$ cat src/sv/csbf_pkg.sv
// Shared constants and types for the cascaded smoother band filter.
`default_nettype none

package csbf_pkg;

    // Default sizes of the two smoother chains and of the stage state.
    localparam int HIGH_STAGES_DEF = 21;
    localparam int LOW_STAGES_DEF  = 13;
    localparam int STATE_BITS_DEF  = 32;

    // Samples: signed Q1.23; coefficients: unsigned Q1.24.
    localparam int SAMPLE_W   = 24;
    localparam int DATA_W     = 2 * SAMPLE_W;
    localparam int COEF_W     = 25;
    localparam int COEF_FRAC  = 24;
    localparam int SAMPLE_MAX = 8388607;
    localparam int SAMPLE_MIN = -8388608;

    localparam logic [COEF_W-1:0] COEF_ONE = COEF_W'(1) << COEF_FRAC;

    // Configuration register map.
    localparam int CFG_IDX_W = 1;

    typedef enum logic [CFG_IDX_W-1:0] {
        REG_LOW_COEF  = 1'b0,
        REG_HIGH_COEF = 1'b1
    } cfg_reg_t;

    // Stage coefficient c and its complement k = 1.0 - c.
    typedef struct packed {
        logic [COEF_W-1:0] c;
        logic [COEF_W-1:0] k;
    } coef_t;

endpackage

`default_nettype wire

$ cat src/sv/csbf_div.sv
// Rounded division of a stage output by the highpass stage count, four steps.
`default_nettype none

module csbf_div
    import csbf_pkg::*;
#(
    parameter int STATE_BITS = STATE_BITS_DEF,
    parameter int DIVISOR    = HIGH_STAGES_DEF
) (
    input  wire logic                         aclk,
    input  wire logic                         aresetn,
    input  wire logic                         start,
    input  wire logic signed [STATE_BITS-1:0] y_in,
    output logic                              ready,
    output logic                              q_valid,
    output logic                              q_neg,
    output logic [STATE_BITS-1:0]             q_mag
);

    localparam int SB    = STATE_BITS;
    localparam int STEPS = 4;
    localparam int BPS   = (SB + STEPS - 1) / STEPS;
    localparam int DW    = BPS * STEPS;
    localparam int RW    = $clog2(DIVISOR + 1);
    localparam int CW    = $clog2(STEPS + 1);
    localparam int HALF  = DIVISOR / 2;

    logic               busy_reg;
    logic [CW-1:0]      cnt_reg;
    logic [DW-1:0]      dvd_reg, dvd_step;
    logic [RW-1:0]      rem_reg, rem_step;
    logic               neg_reg;
    logic signed [SB:0] y_ext, y_abs, y_biased;

    // |y| + DIVISOR/2; below 2^SB for any state value
    assign y_ext    = (SB + 1)'(y_in);
    assign y_abs    = y_in[SB-1] ? -y_ext : y_ext;
    assign y_biased = y_abs + (SB + 1)'(HALF);

    // Restoring long division, BPS quotient bits per cycle
    always_comb begin
        logic [DW-1:0] d;
        logic [RW-1:0] r;
        logic [RW:0]   trial;
        d = dvd_reg;
        r = rem_reg;
        for (int b = 0; b < BPS; b++) begin
            trial = {r, d[DW-1]};
            if (trial >= (RW + 1)'(DIVISOR)) begin
                r = RW'(trial - (RW + 1)'(DIVISOR));
                d = {d[DW-2:0], 1'b1};
            end else begin
                r = trial[RW-1:0];
                d = {d[DW-2:0], 1'b0};
            end
        end
        dvd_step = d;
        rem_step = r;
    end

    always_ff @(posedge aclk) begin
        if (!aresetn) begin
            busy_reg <= 1'b0;
            cnt_reg  <= '0;
        end else if (start) begin
            busy_reg <= 1'b1;
            cnt_reg  <= CW'(STEPS);
        end else if (cnt_reg != '0) begin
            cnt_reg <= cnt_reg - CW'(1);
        end else begin
            busy_reg <= 1'b0;
        end
    end

    always_ff @(posedge aclk) begin
        if (start) begin
            dvd_reg <= DW'(y_biased[SB-1:0]);
            rem_reg <= '0;
            neg_reg <= y_in[SB-1];
        end else if (cnt_reg != '0) begin
            dvd_reg <= dvd_step;
            rem_reg <= rem_step;
        end
    end

    assign ready   = !busy_reg || (cnt_reg == '0);
    assign q_valid = busy_reg && (cnt_reg == '0);
    assign q_neg   = neg_reg;
    assign q_mag   = dvd_reg[SB-1:0];

endmodule

`default_nettype wire

$ cat config.mk
export PLATFORM = sky130hd
export DESIGN_NAME = csbf_div
export DESIGN_NICKNAME = d
export VERILOG_FILES = /design/src/sv/csbf_pkg.sv /design/src/sv/csbf_div.sv
export SDC_FILE = /design/constraint.sdc
export NUM_CORES = 1
export LEC_CHECK = 0
export BUFFER_PORTS_ARGS = -buffer_cell sky130_fd_sc_hd__clkbuf_2
export CAP_MARGIN = 0
export CORE_ASPECT_RATIO = 0.5
export CORE_UTILIZATION = 64
export CTS_CLUSTER_SIZE = 20
export DETAILED_ROUTE_END_ITERATION = 8
export PLACE_DENSITY = 0.88
export REMOVE_ABC_BUFFERS = 1
export SYNTH_ARGS = -nofsm -noshare
export SYNTH_HDL_FRONTEND = slang
export SYNTH_SLANG_ARGS = --single-unit
$ cat constraint.sdc
create_clock -name aclk -period 27.8 [get_ports aclk]
set_input_delay 5.56 -clock aclk [delete_from_list [all_inputs] [get_ports aclk]]
set_output_delay 5.56 -clock aclk [all_outputs]
set_load 0.03 [all_outputs]
== Word level (Yosys, flattened, before mapping) ==
Index checks and enable logic that the tools add are counted.
Storage, ports and cells
  output and inout bits: 35
  input port bits: 35
  register bits: 42
Operators by class
  $add $sub $neg: 11
  equality and inequality tests: 1
  bitwise operators: 1
  reduce and logical (&&, ||, !) cells: 7
  magnitude comparators: 8
  mux-type cells: 23
Operator list (count)
  two-way mux 32 bit: 3
  greater-or-equal comparator 6 x 5 -> 1 bit, second input constant: 8
  two-way mux 5 bit: 8
  subtractor 5 bit, second input constant: 8
  adder 32 x 5 -> 32 bit, second input constant: 1
  negation 32 bit: 1
  two-way mux 1 bit: 10
  two-way mux 3 bit: 2
  zero test 3 bit: 1
  nonzero test 3 bit: 1
  subtractor 3 x 1 -> 3 bit, second input constant: 1
  inequality test 2 bit, second input constant: 1
  nonzero test 2 bit: 1
  OR reduction 2 bit: 1
  logical AND 1 bit: 1
  zero test 1 bit: 1
  logical OR 1 bit: 1
  NOT 1 bit: 1

== Logic depth before layout (Yosys ltp) ==
  depth after elaboration: 18
  gate-level depth with buffers: 55
  mapped depth without buffers: 55

== Worst setup path before layout ==
Ideal clock, no wire load.
  kind: reg2reg
  start: register dvd_reg[31], in the netlist q_mag[31]
  end: register dvd_reg[0], in the netlist q_mag[0], data pin
  stages on the path, launching flop included: 54
  path slack: 16.854 ns
  period minus slack after synthesis: 10.946 ns
  required time: 27.540 ns
  data arrival time: 10.686 ns
  path buffers: 0
  cell sequence: edfxtp_1 > inv_1 > ha_1 > nand2b_1 > a21oi_2 > xnor2_1 > inv_1 > ha_1 > a221o_1 > a21o_4 > xnor2_2 > inv_2 > ha_1 > nand2b_1 > a21oi_1 > mux2i_1 > nand2_1 > a32oi_4 > [... 18 more ...] > nor2_1 > or4_1 > o2111ai_1 > o211ai_1 > or3_1 > and2_1 > inv_1 > ha_1 > nor2b_1 > o21ai_0 > a21oi_1 > xnor2_1 > inv_1 > ha_1 > nand2b_1 > a21o_1 > a21o_1 > mux2_2
On the way
  cells in the longest elaborated chain, start to end: 18
RTL lines
  from (decl): RTL line csbf_div.sv:30  | logic [DW-1:0] dvd_reg, dvd_step;
  from (signal assigned): RTL line csbf_div.sv:77  | dvd_reg <= DW'(y_biased[SB-1:0]);
  from (signal assigned): RTL line csbf_div.sv:81  | dvd_reg <= dvd_step;
  subtractor 5 bit or greater-or-equal comparator 6 x 5 -> 1 bit (tied branches): RTL line csbf_div.sv:50, csbf_div.sv:49
  two-way mux 5 bit (*): RTL line csbf_div.sv:49  | if (trial >= (RW + 1)'(DIVISOR)) begin
  subtractor 5 bit or greater-or-equal comparator 6 x 5 -> 1 bit (tied branches): RTL line csbf_div.sv:50, csbf_div.sv:49
  two-way mux 5 bit (*): RTL line csbf_div.sv:49
  subtractor 5 bit or greater-or-equal comparator 6 x 5 -> 1 bit (tied branches): RTL line csbf_div.sv:50, csbf_div.sv:49
  two-way mux 5 bit (*): RTL line csbf_div.sv:49
  subtractor 5 bit or greater-or-equal comparator 6 x 5 -> 1 bit (tied branches): RTL line csbf_div.sv:50, csbf_div.sv:49
  two-way mux 5 bit (*): RTL line csbf_div.sv:49
  [... 2 more ...]
  greater-or-equal comparator 6 x 5 -> 1 bit or subtractor 5 bit (tied branches): RTL line csbf_div.sv:49, csbf_div.sv:50
  two-way mux 5 bit (*): RTL line csbf_div.sv:49
  subtractor 5 bit or greater-or-equal comparator 6 x 5 -> 1 bit (tied branches): RTL line csbf_div.sv:50, csbf_div.sv:49
  two-way mux 5 bit (*): RTL line csbf_div.sv:49
  greater-or-equal comparator 6 x 5 -> 1 bit (*): RTL line csbf_div.sv:49
  two-way mux 1 bit (*): RTL line csbf_div.sv:49
  two-way mux 32 bit (*): RTL line csbf_div.sv:80  | end else if (cnt_reg != '0) begin
  two-way mux 32 bit (*): RTL line csbf_div.sv:76  | if (start) begin
Every way passes the cells marked *; elsewhere a longest branch is shown, timed or not. The select of a mux whose other input is x is not followed.
A chain may end at the register's enable or synchronous reset.

== Worst setup path after layout ==
  start: register dvd_reg[31], in the netlist q_mag[31]
  end: register rem_reg[1]
On the way
  cells in the longest elaborated chain, start to end: 16
RTL lines
  subtractor 5 bit or greater-or-equal comparator 6 x 5 -> 1 bit (tied branches): RTL line csbf_div.sv:50, csbf_div.sv:49
  two-way mux 5 bit (*): RTL line csbf_div.sv:49
  subtractor 5 bit or greater-or-equal comparator 6 x 5 -> 1 bit (tied branches): RTL line csbf_div.sv:50, csbf_div.sv:49
  two-way mux 5 bit (*): RTL line csbf_div.sv:49
  subtractor 5 bit or greater-or-equal comparator 6 x 5 -> 1 bit (tied branches): RTL line csbf_div.sv:50, csbf_div.sv:49
  two-way mux 5 bit (*): RTL line csbf_div.sv:49
  subtractor 5 bit or greater-or-equal comparator 6 x 5 -> 1 bit (tied branches): RTL line csbf_div.sv:50, csbf_div.sv:49
  two-way mux 5 bit (*): RTL line csbf_div.sv:49
  subtractor 5 bit or greater-or-equal comparator 6 x 5 -> 1 bit (tied branches): RTL line csbf_div.sv:50, csbf_div.sv:49
  two-way mux 5 bit (*): RTL line csbf_div.sv:49
  greater-or-equal comparator 6 x 5 -> 1 bit or subtractor 5 bit (tied branches): RTL line csbf_div.sv:49, csbf_div.sv:50
  two-way mux 5 bit (*): RTL line csbf_div.sv:49
  greater-or-equal comparator 6 x 5 -> 1 bit or subtractor 5 bit (tied branches): RTL line csbf_div.sv:49, csbf_div.sv:50
  two-way mux 5 bit (*): RTL line csbf_div.sv:49
  subtractor 5 bit or greater-or-equal comparator 6 x 5 -> 1 bit (tied branches): RTL line csbf_div.sv:50, csbf_div.sv:49
  two-way mux 5 bit (*): RTL line csbf_div.sv:49
  to (signal assigned): RTL line csbf_div.sv:82  | rem_reg <= rem_step;
  to (decl): RTL line csbf_div.sv:31  | logic [RW-1:0] rem_reg, rem_step;
Every way passes the cells marked *; elsewhere a longest branch is shown, timed or not.

==> metrics.md <==
| Metric | Value |
|---|---|
| Status | finished, final reports clean |
| Largest area contributor in the synthesized netlist | edfxtp_1 |
| Period minus WS final | 12,380 ps |
| Hold WC Path Type | reg -> reg |
| Mapped cell area | 4990 um^2 |
| Max-cap viol count | 0 |
| CTS tree | built |
| Initial antenna violation count | 0 |
| CTS Buffer Depth | 2 |
| Ant diodes | 0 |
| Clock Sinks | 42 |
| Inserted Clock Buffers | 5 |
| Top FF cell, synth | edfxtp_1 |
| Total gr overflow | 0 |
| Hold Slack | 487 ps |
| Vias in the first global route | 4,368 |
| Reg2Reg Depth | 53 |
| Layout cell share with drive strength beyond 1 | 22.6% |
| Max reg flops | 32 |
| Num rows | 22 |
| Core area | 7430 um^2 |
| Die area | 8180 um^2 |
| Setup Viol. Count Final | 0 |
| Hold Violations, Final | 0 |
| RSZ-0062 raised after global routing | false |
| Final Wtd Congestion | 0.913 |
| Syn avg cell area | 8.65 um^2 |
| Cts hold-fix bufs | 0 |
| Seq/Total Area, Yosys | 23.5% |
| Area delta synth->final | 10.6% |
| Worst clock skew | 6.78 ps |
| First-pass GRT wire length | 21,100 um |
| Critical path fanouts, max | 8 |
| Detailed Routing Iterations Pass 1 | 6 |
| Most common cell after layout, fill and taps aside | clkbuf_2 |
| Setup Fix Bufs, Post-CTS | 0 |
| Post-CTS resize count | 0 |
| Critical Path RT | 27,940 ps |
| Post-synthesis instance total | 577 |
| Worst slew pin tran | 1010 ps |
| Antenna Violating Nets Remaining | 0 |
| Clk slew on worst S/H paths | 60 ps |
| Chip width | 127 um |
| Hold Path Depth | 2 |
| DPL Wire Length | 9680 um |
| Via count | 4,733 |
| Worst-skew pair later-pin latency | 280 ps |
| Fin crit share | 44.5% |
| Syn. warnings | 0 |
| Routed Wire Length | 12,800 um |
| Worst path most repeated cell | ha_1 |
| Die Y | 64.5 um |
| Total global-route track usage | 32.0% |
| CP arrival | 12,520 ps |
| F_max | 80.8 MHz |
| Via/cell ratio | 6.47 |
| Largest net degree at the start of global routing | 40 |
| Rel. slew slack | 32.8% |
| Starting DRC count in detailed routing | 329 |
| Critical path's largest stage delay | 510 ps |
| Async S/R FF share, synth | 0% |
| TNS Setup | 0 ps |
| Post-Place Setup Slack | 15,720 ps |
| IO Pins | 70 |
| Final worst setup slack | 15,420 ps |
| Port Buffers | 69 |
| NumNets Final | 690 |
| Crit. End Element | flip-flop |
| Critical path type | reg -> reg |
| Seq cells post-synth | 42 |
| DRC Markers | 0 |
| Area contributors post-synth | edfxtp_1 20%, mux2_2 6.3%, xnor2_1 6.3% |
| Final Max Slew Viols | 0 |
| Most frequent cells in the layout | 69 x clkbuf_2, 50 x nor2_1, 41 x nand2_1 |
| Top-area cell type share of the netlist area | 19.8% |
| Synth unique cells | 89 |
| Initial Utilization | 67.2% |
| Utilization after layout | 74.3% |
| Crit path max-delay cell type | edfxtp_1 |
| H-tree depth | 2 |
| Clk root buf | clkbuf_16 |
| WL/cell | 17.5 um |
| EDFF count, synth | 33 |
| Crit start category | flip-flop |
==> final cells by class <==
type                       instances  area (um^2)
clock buffer                       5          125
clock inverter                     3         21.3
fill                             538         1910
inverter                          33          124
multi-input combinational        483         3610
sequential                        42         1170
tap                               96          120
timing repair buffer              70          353
==> synth_stat cells, types with 5 or more instances <==
| master | number |
|---|---|
| a211oi_1 | 5 |
| a21o_1 | 9 |
| nor3_1 | 15 |
| o21ai_0 | 27 |
| xnor2_1 | 36 |
| or3_1 | 15 |
| a31oi_1 | 6 |
| edfxtp_1 | 33 |
| a21oi_1 | 29 |
| nor2b_1 | 6 |
| mux2_2 | 28 |
| nor4_1 | 11 |
| or4_1 | 7 |
| ha_1 | 20 |
| o21a_1 | 5 |
| xor2_1 | 27 |
| nor2_1 | 50 |
| o31ai_1 | 9 |
| nand2b_1 | 10 |
| and2_1 | 6 |
| nand2_1 | 41 |
| mux2i_1 | 12 |
| o211ai_1 | 7 |
| inv_1 | 31 |
| clkbuf_1 | 13 |
| and3_1 | 5 |
| dfxtp_1 | 9 |
| nand3_1 | 10 |
| a21oi_2 | 5 |
==> worst max-delay path: cells and delay by family, from the launching register on <==
kind | cells | cell delay, ps
compound gates | 18 | 4410
simple gates | 14 | 2990
fa+ha+maj | 8 | 2050
xor+xnor | 5 | 1330
buf+inv | 7 | 720
flops | 1 | 510
mux | 1 | 180
==> routing by layer <==
layer,GRT usage (%),routed length (um)
met1,42.8,5800
met2,54.3,5890
met3,3.22,802
met4,11.9,329
met5,0,0
==> cell families after synthesis <==
kind of cell / count (synthesis) / share of synthesized area, %
multiplexers: 46 / 10.5
XOR/XNOR: 65 / 11.7
adder cells (fa/ha/maj): 20 / 5.01
AND/OR/NAND/NOR: 195 / 20.1
flip-flops: 42 / 23.5
AO/OA/AOI/OAI: 157 / 24.9
buffers and inverters: 52 / 4.31
==> per-stage QoR <==
step,cell area [um^2],std cells
6_report,5520,732
5_1_grt,5520,732
4_1_cts,5520,732
3_5_place_dp,5380,724
3_3_place_gp,5380,724
2_1_floorplan,4900,558
==> path summary, 6_finish.rpt <==
kind / slack [ps] / start / end
min reg2reg: 490 / busy_reg / busy_reg
max reg2reg: 15420 / q_mag[31] / rem_reg[1]
min: 490 / busy_reg / busy_reg
max: 15420 / q_mag[31] / rem_reg[1]
Power is left out: the tool's default activity adds up to more than one toggle a clock period on the data nets, which glitch-free logic cannot reach.
